File: src/sv/tofhist_pkg.sv
// Package: constants, types and codes shared by the TOF histogram block.
package tofhist_pkg;

   localparam int BINS_PER_AXIS = 100;
   localparam int HALF_RANGE_MM = 500;
   localparam int COUNT_WIDTH   = 32;
   localparam int POS_FRAC_BITS = 4;

   localparam int OPC_W       = 1;
   localparam int POS_W       = 18;
   localparam int TIME_W      = 40;
   localparam int BIN_FIELD_W = 7;
   localparam int OUT_COUNT_W = 32;

   localparam int HIST_DEPTH = BINS_PER_AXIS * BINS_PER_AXIS;
   localparam int ADDR_W     = $clog2(HIST_DEPTH);
   localparam int BIN_W      = $clog2(BINS_PER_AXIS);

   localparam int RANGE     = HALF_RANGE_MM * (2 ** POS_FRAC_BITS);
   localparam int SPAN      = 2 * RANGE;
   localparam int SPAN_W    = $clog2(SPAN);
   localparam int BPROD_W   = $clog2(SPAN * BINS_PER_AXIS);
   localparam int RECIP_SH  = BPROD_W + SPAN_W + 1;
   localparam int RECIP_W   = RECIP_SH - SPAN_W + 2;
   localparam longint unsigned RECIP = ((64'd1 << RECIP_SH) + SPAN - 1) / SPAN;

   localparam int MD_W      = POS_W + 1;
   localparam int S_W       = 2 * MD_W;
   localparam int SQ_SH     = 24;
   localparam int RAD_W     = S_W + SQ_SH;
   localparam int ROOT_W    = RAD_W / 2;
   localparam int SQRT_ITERS = ROOT_W;
   localparam int U_SH      = 32;
   localparam int N_W       = MD_W + U_SH;
   localparam int U_W       = 21;
   localparam int DIV_ITERS = U_W;
   localparam int ADT_SPLIT = TIME_W / 2;
   localparam int A_W       = U_W + TIME_W;
   localparam int HCQ_W     = 30;
   localparam logic [HCQ_W-1:0] HALF_C_Q = 30'd643799401;
   localparam int P_W       = A_W + HCQ_W;
   localparam int OFF_SH    = 44 - POS_FRAC_BITS;
   localparam int O_W       = P_W - OFF_SH;
   localparam int TOT_W     = O_W + 2;
   localparam int MID_SH    = 7;
   localparam int PT_SH     = 8;
   localparam int PT_W      = TOT_W - PT_SH;
   localparam int MUL_W     = 32;
   localparam int CNT_W     = $clog2(SQRT_ITERS);

   typedef enum logic [4:0] {
      ST_CLEAR, ST_IDLE, ST_DECODE, ST_SQ, ST_SQRT_INIT, ST_SQRT, ST_DIV_INIT, ST_DIV,
      ST_MA0, ST_MA1, ST_MB0, ST_MB1, ST_SUM, ST_BIN_MUL, ST_BIN_DIV, ST_BIN_IDX,
      ST_RD_IDX, ST_RAM_RD, ST_RAM_WR, ST_FINISH
   } state_type;

   typedef enum logic [4:0] {
      DP_NOP, DP_LOAD, DP_CLEAR, DP_SQ, DP_SQRT_INIT, DP_SQRT_STEP, DP_DIV_INIT,
      DP_DIV_STEP, DP_MUL_A0, DP_MUL_A1, DP_MUL_B0, DP_MUL_B1, DP_SUM, DP_BIN_MUL,
      DP_BIN_DIV, DP_BIN_IDX, DP_RD_IDX, DP_RAM_RD, DP_RAM_WR, DP_FINISH
   } dp_op_type;

   typedef struct packed {
      dp_op_type  op;
      logic [1:0] axis;
   } cmd_type;

   typedef struct packed {
      logic is_read;
      logic clear_last;
   } status_type;

endpackage

File: src/sv/tofhist_ctrl.sv
// Controller: sequences the datapath through one beat and owns response valid.
module tofhist_ctrl (
   input  logic                    clock,
   input  logic                    reset,
   input  logic                    req_valid,
   input  logic                    rsp_ready,
   input  tofhist_pkg::status_type status,
   output logic                    req_ready,
   output logic                    rsp_valid,
   output tofhist_pkg::cmd_type    cmd
);
   import tofhist_pkg::*;

   state_type        state_ff, state_in;
   logic [CNT_W-1:0] cnt_ff, cnt_in;
   logic [1:0]       axis_ff, axis_in;
   logic             rsp_valid_ff, rsp_valid_in;
   logic             out_free;

   assign out_free = !rsp_valid_ff || rsp_ready;

   always_comb begin
      state_in = state_ff;
      unique case (state_ff)
         ST_CLEAR:     if (status.clear_last) state_in = ST_IDLE;
         ST_IDLE:      if (req_valid) state_in = ST_DECODE;
         ST_DECODE:    state_in = status.is_read ? ST_RD_IDX : ST_SQ;
         ST_SQ:        if (cnt_ff == CNT_W'(2)) state_in = ST_SQRT_INIT;
         ST_SQRT_INIT: state_in = ST_SQRT;
         ST_SQRT:      if (cnt_ff == CNT_W'(SQRT_ITERS - 1)) state_in = ST_DIV_INIT;
         ST_DIV_INIT:  state_in = ST_DIV;
         ST_DIV:       if (cnt_ff == CNT_W'(DIV_ITERS - 1)) state_in = ST_MA0;
         ST_MA0:       state_in = ST_MA1;
         ST_MA1:       state_in = ST_MB0;
         ST_MB0:       state_in = ST_MB1;
         ST_MB1:       state_in = ST_SUM;
         ST_SUM:       state_in = (axis_ff == 2'd2) ? ST_BIN_MUL : ST_DIV_INIT;
         ST_BIN_MUL:   state_in = ST_BIN_DIV;
         ST_BIN_DIV:   state_in = ST_BIN_IDX;
         ST_BIN_IDX:   state_in = ST_RAM_RD;
         ST_RD_IDX:    state_in = ST_RAM_RD;
         ST_RAM_RD:    state_in = status.is_read ? ST_FINISH : ST_RAM_WR;
         ST_RAM_WR:    state_in = ST_FINISH;
         ST_FINISH:    if (out_free) state_in = ST_IDLE;
         default:      state_in = ST_IDLE;
      endcase
   end

   always_comb begin
      cmd.op   = DP_NOP;
      cmd.axis = axis_ff;
      unique case (state_ff)
         ST_CLEAR:     cmd.op = DP_CLEAR;
         ST_IDLE:      if (req_valid) cmd.op = DP_LOAD;
         ST_DECODE:    cmd.op = DP_NOP;
         ST_SQ: begin
            cmd.op   = DP_SQ;
            cmd.axis = cnt_ff[1:0];
         end
         ST_SQRT_INIT: cmd.op = DP_SQRT_INIT;
         ST_SQRT:      cmd.op = DP_SQRT_STEP;
         ST_DIV_INIT:  cmd.op = DP_DIV_INIT;
         ST_DIV:       cmd.op = DP_DIV_STEP;
         ST_MA0:       cmd.op = DP_MUL_A0;
         ST_MA1:       cmd.op = DP_MUL_A1;
         ST_MB0:       cmd.op = DP_MUL_B0;
         ST_MB1:       cmd.op = DP_MUL_B1;
         ST_SUM:       cmd.op = DP_SUM;
         ST_BIN_MUL:   cmd.op = DP_BIN_MUL;
         ST_BIN_DIV:   cmd.op = DP_BIN_DIV;
         ST_BIN_IDX:   cmd.op = DP_BIN_IDX;
         ST_RD_IDX:    cmd.op = DP_RD_IDX;
         ST_RAM_RD:    cmd.op = DP_RAM_RD;
         ST_RAM_WR:    cmd.op = DP_RAM_WR;
         ST_FINISH:    if (out_free) cmd.op = DP_FINISH;
         default:      cmd.op = DP_NOP;
      endcase
   end

   always_comb begin
      cnt_in  = (state_in != state_ff) ? '0 : cnt_ff + CNT_W'(1);
      axis_in = axis_ff;
      if (state_ff == ST_IDLE) begin
         axis_in = 2'd0;
      end else if (state_ff == ST_SUM) begin
         axis_in = axis_ff + 2'd1;
      end
      rsp_valid_in = rsp_valid_ff;
      if (state_ff == ST_FINISH && out_free) begin
         rsp_valid_in = 1'b1;
      end else if (rsp_ready) begin
         rsp_valid_in = 1'b0;
      end
   end

   always_ff @(posedge clock) begin
      if (reset) begin
         state_ff     <= ST_CLEAR;
         cnt_ff       <= '0;
         axis_ff      <= 2'd0;
         rsp_valid_ff <= 1'b0;
      end else begin
         state_ff     <= state_in;
         cnt_ff       <= cnt_in;
         axis_ff      <= axis_in;
         rsp_valid_ff <= rsp_valid_in;
      end
   end

   assign req_ready = (state_ff == ST_IDLE);
   assign rsp_valid = rsp_valid_ff;
endmodule

File: config.mk
export PLATFORM = sky130hd
export DESIGN_NAME = tofhist_ctrl
export DESIGN_NICKNAME = d
export VERILOG_FILES = /design/src/sv/tofhist_pkg.sv /design/src/sv/tofhist_ctrl.sv
export SDC_FILE = /design/constraint.sdc
export NUM_CORES = 1
export LEC_CHECK = 0
export BUFFER_PORTS_ARGS = -buffer_cell sky130_fd_sc_hd__buf_2
export CAP_MARGIN = 20
export CORE_MARGIN = 4
export CORE_UTILIZATION = 60
export CTS_BUF_LIST = sky130_fd_sc_hd__clkbuf_4
export DETAILED_ROUTE_END_ITERATION = 8
export GPL_ROUTABILITY_DRIVEN = 0
export GPL_TIMING_DRIVEN = 0
export HOLD_SLACK_MARGIN = 0.03
export PLACE_DENSITY = 0.79
export SETUP_SLACK_MARGIN = 0.02
export SLEW_MARGIN = 20
export SYNTH_ARGS = -nofsm -noshare
export SYNTH_HDL_FRONTEND = slang
export SYNTH_SLANG_ARGS = --single-unit
export TNS_END_PERCENT = 100
File: constraint.sdc
create_clock -name clock -period 4.7 [get_ports clock]
set_clock_uncertainty 0.15 [all_clocks]
set_input_delay 0.47 -clock clock [delete_from_list [all_inputs] [get_ports clock]]
set_output_delay 0.47 -clock clock [all_outputs]
set_load 0.1 [all_outputs]
==> out/qor.yml <==
outcome:
  status: "completed"
die:
  chipWidth_um: 51.78
  num_rows: 15
  die_area_mm2: 0.002681
  start_util: 0.6518
  die_h_um: 51.78
  ios: 15
  core_mm2: 0.001764
clock_network:
  cts_hold_buf: 0
  cts_sinks: 13
  clock_path_buffers: 2
  cts_buffers: 3
  clk_latency_ps: 270
  cts_tree: "done"
  htreeDepth: 1
  clockRootBuffer: "clkbuf_4"
  postCtsSetupRepairBufs: 0
  path_clk_slew_ps: 80
  cts_resized: 0
placement:
  postPlaceCellArea_mm2: 0.001246
  portBuffers: 13
  dp_cells: 182
  place_hpwl_um: 2122
detailed_routing:
  drt-initial-drc-count: 46
  viasPerCell: 6.226
  wl_um: 2779
  wire_per_inst_um: 14.94
  ant_nets: 0
  vias: 1158
  drtPass1Iterations: 6
  drc: 0
synthesis:
  synth_top_area_frac: 0.2263
  synth_area_per_cell_um2: 7.985
  synth_edf_count: 0
  yosysWarnings: 0
  synth.area.top_cells: "dfxtp_1 23%, nor3_1 5.2%, ha_1 4.4%"
  syn_nets: 154
  yosys.area.top_type: "dfxtp_1"
  netlist_area_mm2: 0.001150
  synth_cell_types: 51
  synthCells: 144
  yosys_register_bits: 13
  seq_area_frac_synth: 0.2263
  async_reset_ff_frac: 0
  synth-main-ff-cell: "dfxtp_1"
pwr:
  cellLeakagePower_uw: 0.0005044
  power_density_mw_per_mm2: 300.5
  ir_drop_mv: 0.2239
timing:
  tightest_slew_ps: 486.7
  relSlewSlack: 0.6728
  fin_crit_sh: 0.5678
  min_period_ps: 2669
  fmax_mhz: 374.7
  fin_tns_setup_ps: 0
  rsz0062_at_grt: "no"
  hold_violations: 0
  setup_viol: 0
  slew_violations: 0
final_layout:
  layout.nets: 172
  layout_commonest_cell: "buf_2"
  final_cells: 186
  stdcell_area_mm2: 0.001276
  area_growth_pct: 10.99
  drive_gt1_frac: 0.2484
  n_antenna_cell: 0
  final_cell_mix: "16 x buf_2, 13 x dfxtp_1, 12 x nor3_1"
global_routing:
  grt_max_degree: 11
  first_global_vias: 1022
  track_usage: 0.2141
  grt_pass1_wl_um: 4457
  antenna_found_initial: 0
  grt-ovfl-total: 0
worst_setup_path:
  timing.critical_path.from: "state_ff[0]"
  endpoint_kind: "primary output"
  required_ps: 4080
  critPathMaxFanout: 10
  worstPathArrival_ps: 2050
  startpoint_type: "flip-flop"
  critPathKind: "reg2out"
  reg2reg_slack_ps: 2490
  rr_startpoint: "cnt_ff[0]"
worst_hold_path:
  min-delay-start: "cnt_ff[0]"
  hold_class: "reg2reg"
run:
  cap_violations: 0
[power by group]
| group | total (µW) | switching, µW | internal, µW |
|---|---|---|---|
| logic | 174 | 115 | 59.5 |
| clock network | 77.4 | 38.8 | 38.6 |
| registers | 132 | 11.8 | 120 |
| total | 384 | 165 | 218 |
[path summary, 6_finish.rpt]
check / to / depth (start not counted)
worst max register to register: cnt_ff[3] / 7
worst max-delay path: cmd[1] / 6
worst min register to register: cnt_ff[0] / 1
worst min-delay path: cnt_ff[0] / 1
[logic make-up (layout without fill, tap and decap cells)]
kind of cell	after synthesis	count (layout)	synth area share
adders and majority gates	4	4	0.04353
AOI/OAI and AO/OA	39	39	0.2764
and+or+nand+nor	65	65	0.3243
DFF	13	13	0.2263
xor gates and xnor gates	5	5	0.03809
muxes	1	1	0.009793
buffers and inverters	17	34	0.08160
[layout make-up]
class	instances	area, µm²
Tap cell	25	31.28
Fill cell	164	488.0
Multi-Input combinational cell	114	795.8
Sequential cell	13	260.3
Buffer	9	63.81
Clock buffer	4	30.03
Inverter	8	30.03
Timing Repair Buffer	13	65.06
[state kept, by name, summed over array words and instances (netlist names)]
register and cells:
axis_ff 2, rsp_valid 1, cnt_ff 5, state_ff 5
[routing by layer]
layer  track usage  wire (µm)  up-vias
li1              -          -      566
met1        0.2750       1300      531
met2        0.3708       1273       55
met3       0.02006        167        6
met4       0.07424         38        0
met5             0          0        -
[synthesized netlist by cell type (4+ instances only)]
master,number
o21ai_0,6
ha_1,4
nor2_1,11
nor3_1,12
a21oi_1,6
nand2b_1,6
nand2_1,10
nor4_1,6
dfxtp_1,13
inv_1,8
[worst max-delay path, stage by stage (launching register included)]
cell	delay [ps]
dfxtp_1	330
buf_2	200
buf_2	270
nand2_1	150
nor2_1	190
mux2_2	350
buf_2	290
[metrics by stage]
step / total power [µW] / utilization / hold slack [ps] / setup slack [ps]
2_1_floorplan: 275.2 / - / 324.5 / 941.5
3_3_place_gp: 301.4 / 0.7064 / 357.0 / 2360
3_5_place_dp: 306.4 / 0.7064 / 366.4 / 2345
4_1_cts: 381.1 / 0.7234 / 376.6 / 2040
5_1_grt: 402.0 / 0.7234 / 413.8 / 1919
6_report: 383.6 / 0.7234 / 378.9 / 2031
Power figures use the tool's default switching activity.
